[src/rtl/single_wire_humidity_sensor_reader_core_defines.svh]
// Assertion macros shared by the single-wire humidity reader RTL.
// Used by modules that have clk_i and rst_ni in scope.
`ifndef SINGLE_WIRE_HUMIDITY_SENSOR_READER_CORE_DEFINES_SVH
`define SINGLE_WIRE_HUMIDITY_SENSOR_READER_CORE_DEFINES_SVH

// Check a property on every clock edge outside reset.
`define SWHR_ASSERT(lbl, prop, msg) \
  lbl: assert property (@(posedge clk_i) disable iff (!rst_ni) (prop)) else $error(msg);

// Check a property on every clock edge, reset included.
`define SWHR_ASSERT_ALWAYS(lbl, prop, msg) \
  lbl: assert property (@(posedge clk_i) (prop)) else $error(msg);

`endif

[src/rtl/swhr_pkg.sv]
// Shared types and constants for the single-wire humidity reader.
// No dependencies.
`default_nettype none

package swhr_pkg;

  localparam int unsigned BitsToReadDefault = 16;
  localparam int unsigned ShiftWidth        = 16;
  localparam int unsigned InDataWidth       = 8;
  localparam int unsigned OutDataWidth      = 24;
  localparam int unsigned CfgDataWidth      = 16;

  localparam logic [15:0] StartLowReset    = 16'd20000;
  localparam logic [7:0]  ReleaseWaitReset = 8'd20;
  localparam logic [7:0]  SampleDelayReset = 8'd19;
  localparam logic [7:0]  TimeoutReset     = 8'd254;

  typedef enum logic [1:0] {
    CFG_START_LOW    = 2'd0,
    CFG_RELEASE_WAIT = 2'd1,
    CFG_SAMPLE_DELAY = 2'd2,
    CFG_TIMEOUT      = 2'd3
  } cfg_idx_e;

  typedef enum logic [1:0] {
    STATUS_OK      = 2'd0,
    STATUS_NO_RESP = 2'd1,
    STATUS_TIMEOUT = 2'd2
  } status_e;

  typedef enum logic [7:0] {
    PH_IDLE      = 8'b0000_0001,
    PH_START_LOW = 8'b0000_0010,
    PH_RELEASE   = 8'b0000_0100,
    PH_RESP_LOW  = 8'b0000_1000,
    PH_RESP_HIGH = 8'b0001_0000,
    PH_BIT_LOW   = 8'b0010_0000,
    PH_BIT_DELAY = 8'b0100_0000,
    PH_BIT_HIGH  = 8'b1000_0000
  } phase_e;

  typedef struct packed {
    logic [15:0] start_low_ticks;
    logic [7:0]  release_wait_ticks;
    logic [7:0]  sample_delay_ticks;
    logic [7:0]  timeout_ticks;
  } cfg_t;

  typedef struct packed {
    logic [7:0] second_byte;
    logic [7:0] first_byte;
    status_e    status;
    logic       done_res;
    logic       busy_res;
    logic       drive_low;
  } res_t;

endpackage

`default_nettype wire

[src/rtl/swhr_cfg_regs.sv]
// Configuration register file of the single-wire humidity reader.
// Depends on swhr_pkg.
`default_nettype none

module swhr_cfg_regs
  import swhr_pkg::*;
(
  input  wire logic                    clk_i,
  input  wire logic                    rst_ni,
  input  wire logic                    wr_i,
  input  wire cfg_idx_e                idx_i,
  input  wire logic [CfgDataWidth-1:0] data_i,
  output cfg_t                         cfg_o
);

  cfg_t cfg_q, cfg_d;

  always_comb begin
    cfg_d = cfg_q;
    if (wr_i) begin
      unique case (idx_i)
        CFG_START_LOW:    cfg_d.start_low_ticks    = data_i;
        CFG_RELEASE_WAIT: cfg_d.release_wait_ticks = data_i[7:0];
        CFG_SAMPLE_DELAY: cfg_d.sample_delay_ticks = data_i[7:0];
        CFG_TIMEOUT:      cfg_d.timeout_ticks      = data_i[7:0];
        default:          cfg_d = cfg_q;
      endcase
    end
  end

  always_ff @(posedge clk_i or negedge rst_ni) begin
    if (!rst_ni) begin
      cfg_q.start_low_ticks    <= StartLowReset;
      cfg_q.release_wait_ticks <= ReleaseWaitReset;
      cfg_q.sample_delay_ticks <= SampleDelayReset;
      cfg_q.timeout_ticks      <= TimeoutReset;
    end else begin
      cfg_q <= cfg_d;
    end
  end

  assign cfg_o = cfg_q;

endmodule

`default_nettype wire

[src/rtl/swhr_fsm.sv]
// Read sequencer: one tick of line sampling per step, state update and result.
// Depends on swhr_pkg and the assertion macro header.
`default_nettype none
`include "single_wire_humidity_sensor_reader_core_defines.svh"

module swhr_fsm
  import swhr_pkg::*;
#(
  parameter int unsigned BitsToRead = BitsToReadDefault
) (
  input  wire logic clk_i,
  input  wire logic rst_ni,
  input  wire logic step_i,
  input  wire logic line_i,
  input  wire logic start_i,
  input  wire cfg_t cfg_i,
  output res_t      res_o
);

  localparam int unsigned BcWidth = $clog2(BitsToRead + 1);

  phase_e                phase_q, phase_d;
  logic [15:0]           tick_q, tick_d;
  logic [BcWidth-1:0]    bits_q, bits_d;
  logic [ShiftWidth-1:0] shift_q, shift_d;
  status_e               held_q, held_d;
  logic                  done;
  logic [15:0]           tick_inc;
  logic                  wait_expired;

  assign tick_inc     = tick_q + 16'd1;
  assign wait_expired = tick_inc >= {8'd0, cfg_i.timeout_ticks};

  always_comb begin
    phase_d = phase_q;
    tick_d  = tick_q;
    bits_d  = bits_q;
    shift_d = shift_q;
    held_d  = held_q;
    done    = 1'b0;
    unique case (phase_q)
      PH_IDLE: begin
        if (start_i) begin
          phase_d = PH_START_LOW;
          tick_d  = '0;
          bits_d  = '0;
          shift_d = '0;
        end
      end
      PH_START_LOW: begin
        tick_d = tick_inc;
        if (tick_inc >= cfg_i.start_low_ticks) begin
          phase_d = PH_RELEASE;
          tick_d  = '0;
        end
      end
      PH_RELEASE: begin
        tick_d = tick_inc;
        if (tick_inc >= {8'd0, cfg_i.release_wait_ticks}) begin
          tick_d = '0;
          if (line_i) begin
            phase_d = PH_IDLE;
            held_d  = STATUS_NO_RESP;
            done    = 1'b1;
          end else begin
            phase_d = PH_RESP_LOW;
          end
        end
      end
      PH_BIT_DELAY: begin
        tick_d = tick_inc;
        if (tick_inc >= {8'd0, cfg_i.sample_delay_ticks}) begin
          for (int i = 0; i < ShiftWidth; i++) begin
            if (line_i && (32'(bits_q) == 32'(ShiftWidth - 1 - i))) begin
              shift_d[i] = 1'b1;
            end
          end
          bits_d  = bits_q + BcWidth'(1);
          phase_d = PH_BIT_HIGH;
          tick_d  = '0;
        end
      end
      PH_RESP_LOW, PH_RESP_HIGH, PH_BIT_LOW, PH_BIT_HIGH: begin
        if (line_i == (phase_q == PH_RESP_LOW || phase_q == PH_BIT_LOW)) begin
          tick_d = '0;
          unique case (phase_q)
            PH_RESP_LOW:  phase_d = PH_RESP_HIGH;
            PH_RESP_HIGH: phase_d = PH_BIT_LOW;
            PH_BIT_LOW:   phase_d = PH_BIT_DELAY;
            default: begin
              if (32'(bits_q) >= BitsToRead) begin
                phase_d = PH_IDLE;
                held_d  = STATUS_OK;
                done    = 1'b1;
              end else begin
                phase_d = PH_BIT_LOW;
              end
            end
          endcase
        end else begin
          tick_d = tick_inc;
          if (wait_expired) begin
            phase_d = PH_IDLE;
            tick_d  = '0;
            held_d  = STATUS_TIMEOUT;
            done    = 1'b1;
          end
        end
      end
      default: begin
        phase_d = PH_IDLE;
        tick_d  = '0;
      end
    endcase
  end

  always_ff @(posedge clk_i or negedge rst_ni) begin
    if (!rst_ni) begin
      phase_q <= PH_IDLE;
      tick_q  <= '0;
      bits_q  <= '0;
      shift_q <= '0;
      held_q  <= STATUS_OK;
    end else if (step_i) begin
      phase_q <= phase_d;
      tick_q  <= tick_d;
      bits_q  <= bits_d;
      shift_q <= shift_d;
      held_q  <= held_d;
    end
  end

  always_comb begin
    res_o.drive_low   = (phase_d == PH_START_LOW);
    res_o.busy_res    = (phase_d != PH_IDLE);
    res_o.done_res    = done;
    res_o.status      = held_d;
    res_o.first_byte  = shift_d[15:8];
    res_o.second_byte = shift_d[7:0];
  end

  `SWHR_ASSERT(a_phase_onehot, $onehot(phase_q), "phase register not one-hot")
  `SWHR_ASSERT(a_bits_bound, 32'(bits_q) <= BitsToRead, "bit count beyond read length")
  `SWHR_ASSERT(a_done_idle, step_i && done |=> phase_q == PH_IDLE && held_q == $past(held_d),
    "finished read did not return to idle with its status")

endmodule

`default_nettype wire

[src/rtl/swhr_out_buf.sv]
// Two-entry result buffer between the sequencer and the master stream side.
// Depends on swhr_pkg and the assertion macro header.
`default_nettype none
`include "single_wire_humidity_sensor_reader_core_defines.svh"

module swhr_out_buf
  import swhr_pkg::*;
(
  input  wire logic clk_i,
  input  wire logic rst_ni,
  input  wire logic push_i,
  input  wire res_t data_i,
  output logic      ready_o,
  output logic      valid_o,
  input  wire logic pop_ready_i,
  output res_t      data_o
);

  res_t       mem_q [2];
  logic       wr_ptr_q, rd_ptr_q;
  logic [1:0] count_q, count_d;
  logic       pop;

  assign ready_o = (count_q != 2'd2);
  assign valid_o = (count_q != 2'd0);
  assign pop     = valid_o && pop_ready_i;
  assign data_o  = mem_q[rd_ptr_q];

  always_comb begin
    count_d = count_q;
    if (push_i && !pop) begin
      count_d = count_q + 2'd1;
    end else if (pop && !push_i) begin
      count_d = count_q - 2'd1;
    end
  end

  always_ff @(posedge clk_i) begin
    if (push_i) begin
      mem_q[wr_ptr_q] <= data_i;
    end
  end

  always_ff @(posedge clk_i or negedge rst_ni) begin
    if (!rst_ni) begin
      wr_ptr_q <= 1'b0;
      rd_ptr_q <= 1'b0;
      count_q  <= 2'd0;
    end else begin
      if (push_i) begin
        wr_ptr_q <= ~wr_ptr_q;
      end
      if (pop) begin
        rd_ptr_q <= ~rd_ptr_q;
      end
      count_q <= count_d;
    end
  end

  `SWHR_ASSERT(a_no_overflow, push_i |-> ready_o, "push into full result buffer")
  `SWHR_ASSERT(a_count_ptrs, (count_q == 2'd1) == (wr_ptr_q != rd_ptr_q),
    "buffer count disagrees with pointers")

endmodule

`default_nettype wire

[src/rtl/single_wire_humidity_sensor_reader_core.sv]
// Single-wire humidity sensor reader, host side.
// Top level; depends on swhr_pkg, swhr_cfg_regs, swhr_fsm and swhr_out_buf.
//
// Usage: every slave-side transaction is one time tick carrying the sampled
// wire level and a start request; every tick gives exactly one master-side
// transaction with the wire drive, busy, done, status and the received bytes.
// Present one tick per cycle for real-time operation.
// An accepted tick is registered in the input register, processed by the
// sequencer once the result buffer has room, and its result is pushed into
// the result buffer and offered on the master side from then on.
// Throughput: one tick per cycle while the result buffer has room; the read
// sequencer steps once per tick, between the input register and the two-entry buffer.
// A stalled master side fills the result buffer; once it holds two results
// and the input register is loaded, s_axis_tready_o drops until a result is
// taken. Nothing is lost or repeated.
// Configuration: write cfg_data_i to register cfg_index_i (0 start low ticks,
// 1 release wait, 2 sample delay, 3 timeout) while no read is in progress;
// cfg_ready_o is always high.
// Reset: sequencer idle, status ok, bytes zero, registers at their defaults,
// both streams empty.
`default_nettype none

module single_wire_humidity_sensor_reader_core
  import swhr_pkg::*;
#(
  parameter int unsigned BitsToRead = BitsToReadDefault
) (
  input  wire logic                    clk_i,
  input  wire logic                    rst_ni,
  input  wire logic                    s_axis_tvalid_i,
  output logic                         s_axis_tready_o,
  // [0] line_level, [1] start_read, [7:2] zero
  input  wire logic [InDataWidth-1:0]  s_axis_tdata_i,
  output logic                         m_axis_tvalid_o,
  input  wire logic                    m_axis_tready_i,
  // [0] drive_low, [1] busy_res, [2] done_res, [4:3] status,
  // [12:5] first_byte, [20:13] second_byte, [23:21] zero
  output logic [OutDataWidth-1:0]      m_axis_tdata_o,
  input  wire logic                    cfg_valid_i,
  output logic                         cfg_ready_o,
  input  wire logic [1:0]              cfg_index_i,
  input  wire logic [CfgDataWidth-1:0] cfg_data_i
);

  logic in_valid_q, in_valid_d;
  logic in_line_q, in_start_q;
  logic buf_ready, advance;
  cfg_t cfg;
  res_t res, res_out;

  assign cfg_ready_o     = 1'b1;
  assign advance         = in_valid_q && buf_ready;
  assign s_axis_tready_o = !in_valid_q || buf_ready;
  assign in_valid_d      = s_axis_tvalid_i || (in_valid_q && !buf_ready);

  always_ff @(posedge clk_i or negedge rst_ni) begin
    if (!rst_ni) begin
      in_valid_q <= 1'b0;
    end else begin
      in_valid_q <= in_valid_d;
    end
  end

  always_ff @(posedge clk_i) begin
    if (s_axis_tvalid_i && s_axis_tready_o) begin
      in_line_q  <= s_axis_tdata_i[0];
      in_start_q <= s_axis_tdata_i[1];
    end
  end

  swhr_cfg_regs u_cfg (
    .clk_i  (clk_i),
    .rst_ni (rst_ni),
    .wr_i   (cfg_valid_i && cfg_ready_o),
    .idx_i  (cfg_idx_e'(cfg_index_i)),
    .data_i (cfg_data_i),
    .cfg_o  (cfg)
  );

  swhr_fsm #(
    .BitsToRead (BitsToRead)
  ) u_fsm (
    .clk_i   (clk_i),
    .rst_ni  (rst_ni),
    .step_i  (advance),
    .line_i  (in_line_q),
    .start_i (in_start_q),
    .cfg_i   (cfg),
    .res_o   (res)
  );

  swhr_out_buf u_out (
    .clk_i       (clk_i),
    .rst_ni      (rst_ni),
    .push_i      (advance),
    .data_i      (res),
    .ready_o     (buf_ready),
    .valid_o     (m_axis_tvalid_o),
    .pop_ready_i (m_axis_tready_i),
    .data_o      (res_out)
  );

  assign m_axis_tdata_o = {3'b000, res_out};

endmodule

`default_nettype wire

[config.mk]
export PLATFORM = sky130hd
export DESIGN_NAME = single_wire_humidity_sensor_reader_core
export DESIGN_NICKNAME = d
export VERILOG_FILES = /design/src/rtl/swhr_pkg.sv /design/src/rtl/swhr_cfg_regs.sv /design/src/rtl/swhr_fsm.sv /design/src/rtl/swhr_out_buf.sv /design/src/rtl/single_wire_humidity_sensor_reader_core.sv
export VERILOG_INCLUDE_DIRS = /design/src /design/src/rtl
export SDC_FILE = /design/constraint.sdc
export NUM_CORES = 1
export LEC_CHECK = 0
export ABC_AREA = 0
export BUFFER_PORTS_ARGS = -buffer_cell sky130_fd_sc_hd__buf_2
export CAP_MARGIN = 0
export CORE_ASPECT_RATIO = 0.5
export CORE_MARGIN = 1.5
export CORE_UTILIZATION = 44
export DETAILED_ROUTE_END_ITERATION = 10
export PLACE_DENSITY = 0.65
export SYNTH_ARGS = -nofsm -noshare
export SYNTH_HDL_FRONTEND = slang
export SYNTH_SLANG_ARGS = --single-unit
[constraint.sdc]
create_clock -name clk_i -period 5.05 [get_ports clk_i]
set_input_delay 0.2525 -clock clk_i [delete_from_list [all_inputs] [get_ports clk_i]]
set_output_delay 0.2525 -clock clk_i [all_outputs]
set_load 0.01 [all_outputs]
==> impl_metrics.ini, run 1 <==
[floorplanning]
io-pin-count = 58
num_rows = 33
core_area_sq_um = 16600
dieWidth_microns = 188
die-area_sq_um = 18000
start_util = 0.455
die_h_microns = 95.6

[timing]
timing.hold.ws_ns = 0.0209
fin_crit_sh = 0.820
setup_ws_ns = 0.909
drv_slew = 0
finClkSkew_ns = 0.0114
finalSetupViolations = 0
period_needed_ns = 4.14
fmax_mhz = 241
rsz0062_at_grt = no
tightestPinTransition_ns = 1.10
relSlewSlack = 0.265
finalHoldViolCount = 0
finalSetupTns_ns = 0

[pwr]
p_sw_mw = 1.18
ir_drop_mv = 0.240
p_int_mw = 2.45
p_total_mw = 3.64
powerDensity_nw_per_um2 = 425
combPwrFrac = 0.246
swShare = 0.325
p_leak_nw = 3.72
clkPwrFrac = 0.340
seqPwrFrac = 0.415

[critical_path]
worstPathRequired_ns = 5.33
worstPathMaxFanout = 16
cp_num_buf_inv = 1
path_delay_family = simple AND/OR/NAND/NOR gates
crit_path_end_kind = register
reg2reg_to = u_fsm.tick_q[1]$_DFFE_PN0P_
arrival_ns = 4.42
crit_chain = ha_1, nand3_2, or2_1, nor3_1, xnor2_1, inv_1, ha_1, nand4_1, nor3b_1, mux2i_1, o311ai_2, nor2_1, a41oi_4, o21ai_0
cpMostUsedCell = ha_1
crit_type = register to register
cpPeakStageDelay_ns = 0.51
r2r_cells = 14
cp-start-kind = register
crit_path_top_delay_cell = dfrtp_1
r2r_start = u_fsm.tick_q[0]$_DFFE_PN0P_
rrSetupSlack_ns = 0.91

[detailed_routing]
first_iter_violations = 380
antenna_left = 0
postRouteWirelength_mm = 15.8
wl_per_cell_microns = 15.6
vias_per_cell = 5.39
vias = 5450
first_pass_iters = 5
drc = 0

[yosys]
yosys-mux-area-fraction = 0.0772
synthXorXnorAreaFrac = 0.0256
synth_edf_count = 44
async_flop_share = 0.676
synthCells = 732
netlist_area_sq_um = 7540
yosysMostFrequentCell = nand2_1
yosysSeqAreaShare = 0.483
synth.area.top_cells = dfrtp_1 (25%), edfxtp_1 (18%), ha_1 (7.6%), mux2_2 (7.3%), dfstp_2 (6.3%)
synth_compound_area_frac = 0.126
synth_top_area_frac = 0.246
ys_ff_latch = 136
yosysTopAreaCell = dfrtp_1
ys_top_cells_by_count = nand2_1 (98), dfrtp_1 (74), o21ai_0 (62)
synth_area_per_cell_sq_um = 10.3
yosys.area_share.simple = 0.158
yosys.cell_types.count = 70
ys.warnings.count = 0
synth_top_flop_cell = dfrtp_1
synthAdderAreaFrac = 0.0763
synth_top_family_by_area = simple AND/OR/NAND/NOR gates

[grt]
grt_pass1_wl_mm = 27.0
grt-ovfl-total = 0
antenna_found_initial = 0
grt_usage = 0.193
grt_max_degree = 61
grt_pass1_vias = 5384

[clocking]
cts_resized = 0
clkTransAtPathRegs_ns = 0.07
ctsRootBufferMaster = clkbuf_16
cts_buffers = 17
cts_tree = yes
clk_path_buf_depth = 2
cts_sinks = 136
h-tree-depth = 4
clock_latency_ns = 0.43

[outcome]
status = finished, final reports clean

[min_path]
hp-start = s_axis_tvalid_i
hold_depth = 2
hold_path_class = primary input to register
holdPathEnd = in_valid_q$_DFF_PN0_

[cells_and_area]
area_growth_pct = 13.4
diodes = 0
drive_gt1_frac = 0.218
fin_nets = 849

[place]
globalplace.congestion = 0.841
hpwl_mm = 11.0
pre_cts_slack_ns = 0.931
io_buffers = 47

[flow_run]
maxCapViolCount = 0
[state kept, by name, summed over array words and instances, names as in the netlist]
signal and cells:
u_cfg.cfg_o 40, in_valid_q 1, in_line_q 1, u_fsm.phase_q 8, in_start_q 1, u_out.wr_ptr_q 1, u_fsm.shift_q 16, u_out.rd_ptr_q 1
u_fsm.held_q 2, u_fsm.tick_q 16, u_fsm.bits_q 5, u_out.count_q 2, u_out.mem_q 42
[routing by layer]
metal  routed length (microns)  global-route usage
met1                      7780               0.258
met2                      7240               0.318
met3                       667              0.0390
met4                       139              0.0613
met5                         0                   0
[metrics by stage]
stage,std cells,instance area [sq um],utilization
CTS,1012,8550,0.517
global route,1012,8550,0.517
finish,1012,8550,0.517
detailed placement,977,7940,0.480
floorplan,734,7550,-
global placement,977,7940,0.480
[worst register-to-register path, cell delays in order (launching register included)]
cell and delay, ns:
dfrtp_1 0.51, ha_1 0.30, nand3_2 0.18, or2_1 0.38, nor3_1 0.28, xnor2_1 0.18, inv_1 0.07, ha_1 0.31
nand4_1 0.17, nor3b_1 0.23, mux2i_1 0.13, o311ai_2 0.46, nor2_1 0.14, a41oi_4 0.49, o21ai_0 0.16
[cells by family (layout without fill, tap and decap cells)]
logic type / after synthesis / in the layout
DFF: 136 / 136
muxes: 52 / 52
and+or+nand+nor: 228 / 228
adders and majority gates: 46 / 46
AOI/OAI and AO/OA: 151 / 151
buffers and inverters: 95 / 146
xor gates and xnor gates: 22 / 22
other: 2 / 4
[power groups by stage]
stage | sequential [mW] | clock [mW] | combinational, mW
2_1_floorplan | 1.45 | 0 | 0.676
4_1_cts | 1.51 | 1.26 | 0.904
3_3_place_gp | 1.52 | 0 | 0.885
6_report | 1.51 | 1.24 | 0.893
3_5_place_dp | 1.53 | 0 | 0.893
5_1_grt | 1.54 | 1.30 | 1.00
[worst max path at each step]
stage                                               to                         from  cells past startpoint  slack, ns
after floorplan           u_fsm.tick_q[15]$_DFFE_PN0P_  u_fsm.tick_q[0]$_DFFE_PN0P_                     16       1.53
after global placement     u_fsm.tick_q[7]$_DFFE_PN0P_  u_fsm.tick_q[0]$_DFFE_PN0P_                     14       1.02
after detailed placement   u_fsm.tick_q[1]$_DFFE_PN0P_  u_fsm.tick_q[0]$_DFFE_PN0P_                     14       0.93
after CTS                  u_fsm.tick_q[1]$_DFFE_PN0P_  u_fsm.tick_q[0]$_DFFE_PN0P_                     14       0.92
after global routing       u_fsm.tick_q[1]$_DFFE_PN0P_  u_fsm.tick_q[0]$_DFFE_PN0P_                     14       0.55
final                      u_fsm.tick_q[1]$_DFFE_PN0P_  u_fsm.tick_q[0]$_DFFE_PN0P_                     14       0.91
[timing repair]
action	CTS	global route
endpoints found under the hold margin	20	0
setup buffers	0	0
hold buffers	3	0
[layout by cell type (no fill, tap or decap), types with 5 or more instances in the layout]
master | Yosys | final
buf_2 | 13 | 46
o22ai_1 | 5 | 5
o21ai_0 | 62 | 62
nand4_1 | 9 | 9
nor2_1 | 25 | 24
dfrtp_1 | 74 | 74
a211oi_1 | 5 | 5
nand2b_1 | 10 | 10
nor3_1 | 13 | 13
nand3_1 | 15 | 15
or3_1 | 8 | 8
dfstp_2 | 18 | 18
ha_1 | 46 | 46
and3_1 | 8 | 8
nand2_1 | 98 | 98
inv_1 | 60 | 60
o21ai_1 | 22 | 22
nor3b_1 | 7 | 6
clkbuf_16 | 0 | 17
mux2_2 | 49 | 49
edfxtp_1 | 44 | 44
xnor2_1 | 10 | 10
a21oi_1 | 20 | 20
buf_4 | 5 | 5
xor2_1 | 12 | 12
[layout make-up]
cell class                 instances  area [sq um]
clock buffer                      17           425
clock inverter                    15           159
fill                            1479          8000
inverter                          60           225
multi-input combinational        503          3520
sequential                       136          3650
tap                              227           284
timing repair buffer              54           298
Note: power is estimated with default switching activity, not from simulation.
==> run 2, diff against run 1 <==
- PLACE_DENSITY: 0.65 -> 0.68
- clock period: 5.05 -> 3.45 ns (I/O delays scaled with it)
==> impl_metrics.ini, run 2 (synthesis results as in run 1) <==
[floorplanning]
die_h_microns = 95.6
io-pin-count = 58
core_area_sq_um = 16600
die-area_sq_um = 18000
dieWidth_microns = 188
start_util = 0.455
num_rows = 33

[pwr]
combPwrFrac = 0.268
powerDensity_nw_per_um2 = 597
p_total_mw = 5.38
clkPwrFrac = 0.321
p_sw_mw = 1.78
p_int_mw = 3.60
ir_drop_mv = 0.346
p_leak_nw = 3.90
seqPwrFrac = 0.410
swShare = 0.331

[critical_path]
setup.worst_path.start = u_fsm.tick_q[1]$_DFFE_PN0P_
worstPathMaxFanout = 7
crit_type = register to register
arrival_ns = 3.61
cp-start-kind = register
crit_path_end_kind = register
worstPathRequired_ns = 3.74
r2r_start = u_fsm.tick_q[1]$_DFFE_PN0P_

[place]
hpwl_mm = 11.4
post_dp_cell_area_sq_um = 8100
io_buffers = 47
dp_cells = 998
pre_cts_slack_ns = -0.00264
globalplace.congestion = 0.858

[detailed_routing]
first_pass_iters = 5
vias_per_cell = 5.37
first_iter_violations = 416
postRouteWirelength_mm = 16.7
antenna_left = 0
vias = 5620
drc = 0
wl_per_cell_microns = 15.9

[cells_and_area]
regMostFlops = u_out.mem_q
final_util = 0.544
area_growth_pct = 19.5
diodes = 0
fin_area_sq_um = 9010
final_cell_mix = nand2_1 (98), dfrtp_1 (68), inv_1 (57), o21ai_0 (57), mux2_2 (49)
fin_nets = 884
drive_gt1_frac = 0.283
final_common_cell = nand2_1
fin_cells = 1047
largest_reg_flops = 42

[grt]
grt-ovfl-total = 0
grt_max_degree = 34
grt_pass1_vias = 5562
grt_usage = 0.196
antenna_found_initial = 0
grt_pass1_wl_mm = 27.8

[timing]
finalHoldViolCount = 0
setup_ws_ns = 0.134
timing.hold.ws_ns = 0.00999
fmax_mhz = 302
finalSetupViolations = 0
drv_slew = 0
tightestPinTransition_ns = 1.04
relSlewSlack = 0.306
finalSetupTns_ns = 0
finClkSkew_ns = 0.0102
fin_crit_sh = 0.961
period_needed_ns = 3.32

[flow_run]
maxCapViolCount = 0

[clocking]
clkTransAtPathRegs_ns = 0.06
cts_sinks = 136
cts_buffers = 17
cts_tree = yes
clock_latency_ns = 0.42
clk_path_buf_depth = 2
h-tree-depth = 4
ctsRootBufferMaster = clkbuf_16

[min_path]
hold_path_class = primary input to register
hp-start = cfg_data_i[10]

[outcome]
status = finished, final reports clean
run 2: final timing paths:
check,slack [ns],cells past startpoint,endpoint
hold / removal,0.01,2,u_cfg.cfg_o[34]$_DFFE_PN1P_
min in group asynchronous,0.22,2,u_cfg.cfg_o[0]$_DFFE_PN0P_
setup / recovery,0.13,14,u_out.mem_q[1][1]$_DFFE_PP_
hold reg to reg,0.48,2,u_fsm.shift_q[0]$_DFFE_PN0P_
max in group asynchronous,2.41,3,u_cfg.cfg_o[34]$_DFFE_PN1P_
setup reg to reg,0.13,14,u_out.mem_q[1][1]$_DFFE_PP_
run 2: worst max-delay path, cell delays in order, from the launching register on:
cell and delay [ns]:
dfrtp_2 0.40, ha_4 0.16, nand3_2 0.08, buf_4 0.18, nor2_1 0.13, xnor2_1 0.17, inv_2 0.10, ha_1 0.34
a21o_1 0.19, a21oi_1 0.21, o211ai_1 0.25, o311a_1 0.43, nand2b_4 0.19, nor3_4 0.21, buf_4 0.14
run 2: power by group through the flow:
| stage | logic, mW | registers (mW) | clock network, mW |
|---|---|---|---|
| after floorplan | 0.991 | 2.13 | 0 |
| after global routing | 1.60 | 2.25 | 1.81 |
| after CTS | 1.40 | 2.21 | 1.75 |
| after detailed placement | 1.37 | 2.24 | 0 |
| final | 1.44 | 2.21 | 1.73 |
| after global placement | 1.34 | 2.22 | 0 |
run 2: what timing repair did:
action | in CTS | in global routing
setup endpoints to repair | 2 | 61
endpoints found under the hold margin | 35 | 0
buffers inserted | 0 | 6
gates resized for setup | 1 | 46
pin swaps | 0 | 9
hold buffers | 11 | 0
run 2: final cells by class:
type,count,area [sq um]
multi-input cells,503,3690
fillers,1401,7540
clock buffers,17,425
clock inverters,15,135
repair buffers,89,596
flip-flops and latches,136,3650
well taps,227,284
inverters,60,225
run 2: metal layers:
metal	track usage	part of all wire	wire length, microns
met3	0.0361	0.039	652
met2	0.331	0.46	7720
met4	0.0560	0.0096	160
met5	0	0	0
met1	0.262	0.49	8130
==> run 3, diff against run 2 <==
- CORE_ASPECT_RATIO: 0.5 -> 1.75
==> impl_metrics.ini, run 3 (synthesis results as in run 1) <==
[outcome]
status = complete, but fails checks
violations = negative hold slack

[timing]
finalHoldViolCount = 1
setup_ws_ns = 0.172
fin_crit_sh = 0.950
timing.hold.ws_ns = -0.00222
period_needed_ns = 3.28
rsz0062_at_grt = yes
relSlewSlack = 0.358
drv_slew = 0
tightestPinTransition_ns = 0.962
finalSetupViolations = 0
finClkSkew_ns = 0.0100
fmax_mhz = 305

[floorplanning]
die_h_microns = 176
io-pin-count = 58
die-area_sq_um = 18000
dieWidth_microns = 102
num_rows = 63
core_area_sq_um = 16900
start_util = 0.447

[min_path]
hp-start = cfg_data_i[9]
hold_path_class = primary input to register
hold_depth = 3
holdPathEnd = u_cfg.cfg_o[33]$_DFFE_PN1P_

[critical_path]
worstPathMaxFanout = 8
cpPeakStageDelay_ns = 0.40
cp-start-kind = register
worstPathRequired_ns = 3.60
crit_chain = nand4_1, or2_2, xor2_2, inv_1, ha_1, a21oi_1, o21ai_0, buf_4, o21bai_1, o31ai_2, or3b_1, o21ai_1
arrival_ns = 3.43
crit_type = register to register
r2r_start = u_fsm.tick_q[0]$_DFFE_PN0P_
rrSetupSlack_ns = 0.17
reg2reg_to = u_out.mem_q[0][7]$_DFFE_PP_
crit_path_top_delay_cell = dfrtp_2
crit_path_end_kind = register
r2r_cells = 12

[cells_and_area]
fin_nets = 902
final_cell_mix = nand2_1 (98), dfrtp_1 (71), o21ai_0 (60), inv_1 (59), mux2_2 (49)
drive_gt1_frac = 0.280
fin_cells = 1065
fin_area_sq_um = 9140
diodes = 0
largest_reg_flops = 42
final_common_cell = nand2_1
regMostFlops = u_out.mem_q
area_growth_pct = 21.2
final_util = 0.542

[pwr]
ir_drop_mv = 0.342
powerDensity_nw_per_um2 = 605
p_total_mw = 5.53
p_leak_nw = 4.03

[detailed_routing]
antenna_left = 0
vias_per_cell = 5.32
first_iter_violations = 257
wl_per_cell_microns = 15.7
vias = 5664
postRouteWirelength_mm = 16.7
first_pass_iters = 4
drc = 0

[grt]
antenna_found_initial = 0
grt_pass1_wl_mm = 27.6
grt_pass1_vias = 5813
grt_max_degree = 63
grt_usage = 0.198
grt-ovfl-total = 0

[clocking]
cts_buffers = 17
clkTransAtPathRegs_ns = 0.06
clock_latency_ns = 0.42
ctsRootBufferMaster = clkbuf_16
clk_path_buf_depth = 2
cts_sinks = 136
h-tree-depth = 4
cts_tree = yes

[place]
hpwl_mm = 12.1
io_buffers = 47
globalplace.congestion = 0.889
dp_cells = 1015
pre_cts_slack_ns = -0.000867
post_dp_cell_area_sq_um = 8230

[flow_run]
maxCapViolCount = 0
-- run 3: worst max-delay path by stage --
stage | slack (ns) | startpoint | endpoint | cells after the start
floorplan | 0.03 | u_fsm.tick_q[0]$_DFFE_PN0P_ | u_fsm.tick_q[15]$_DFFE_PN0P_ | 16
global placement | 0.09 | u_fsm.tick_q[1]$_DFFE_PN0P_ | u_fsm.tick_q[8]$_DFFE_PN0P_ | 15
detailed placement | -0.0009 | u_fsm.tick_q[1]$_DFFE_PN0P_ | u_fsm.tick_q[15]$_DFFE_PN0P_ | 15
CTS | 0.02 | u_fsm.tick_q[1]$_DFFE_PN0P_ | u_fsm.tick_q[6]$_DFFE_PN0P_ | 15
global route | -0.05 | u_fsm.tick_q[0]$_DFFE_PN0P_ | u_fsm.phase_q[6]$_DFFE_PN0P_ | 15
finish | 0.17 | u_fsm.tick_q[0]$_DFFE_PN0P_ | u_out.mem_q[0][7]$_DFFE_PP_ | 12
-- run 3: stage by stage --
stage / setup TNS [ns] / hold slack [ns]
2_1_floorplan: 0 / -0.123
3_3_place_gp: 0 / 0.323
3_5_place_dp: -0.00153 / 0.325
4_1_cts: 0 / 0.0000572
5_1_grt: -0.286 / 0.0200
6_report: 0 / -0.00222
-- run 3: timing repair --
item | CTS | global route
hold endpoints to repair | 66 | 0
endpoints found under the setup margin | 18 | 60
pin swaps | 1 | 8
hold buffers | 11 | 0
gates resized for setup | 1 | 29
buffers inserted | 0 | 7
-- run 3: final cells by class --
cell class	instances	area [sq um]
Fill cell	1530	7730
Clock buffer	19	433
Multi-Input combinational cell	503	3640
Tap cell	227	284
Inverter	60	225
Timing Repair Buffer	107	727
Sequential cell	136	3650
Clock inverter	13	179
-- run 3: critical path: cells and delay by family, from the launching register on --
family,cells,cell delay [ns]
DFF,1,0.40
adders and majority gates,1,0.30
AOI/OAI and AO/OA,5,0.91
xor gates and xnor gates,1,0.17
and+or+nand+nor,3,0.95
buffers and inverters,2,0.27
-- run 3: report_power, final --
group	internal, mW	total, mW	switching (mW)	leakage (nW)
Clock	1.20	1.89	0.688	0.292
Sequential	2.03	2.21	0.185	1.58
Combinational	0.623	1.42	0.802	2.15
-- run 3: layer usage --
metal	vias to the layer above	wire, microns	part of all wire	global-route usage
met5	-	0	0	0
met2	98	9670	0.58	0.383
met3	36	398	0.024	0.0321
met4	0	593	0.035	0.0908
met1	2759	6070	0.36	0.200
li1	2771	-	-	-
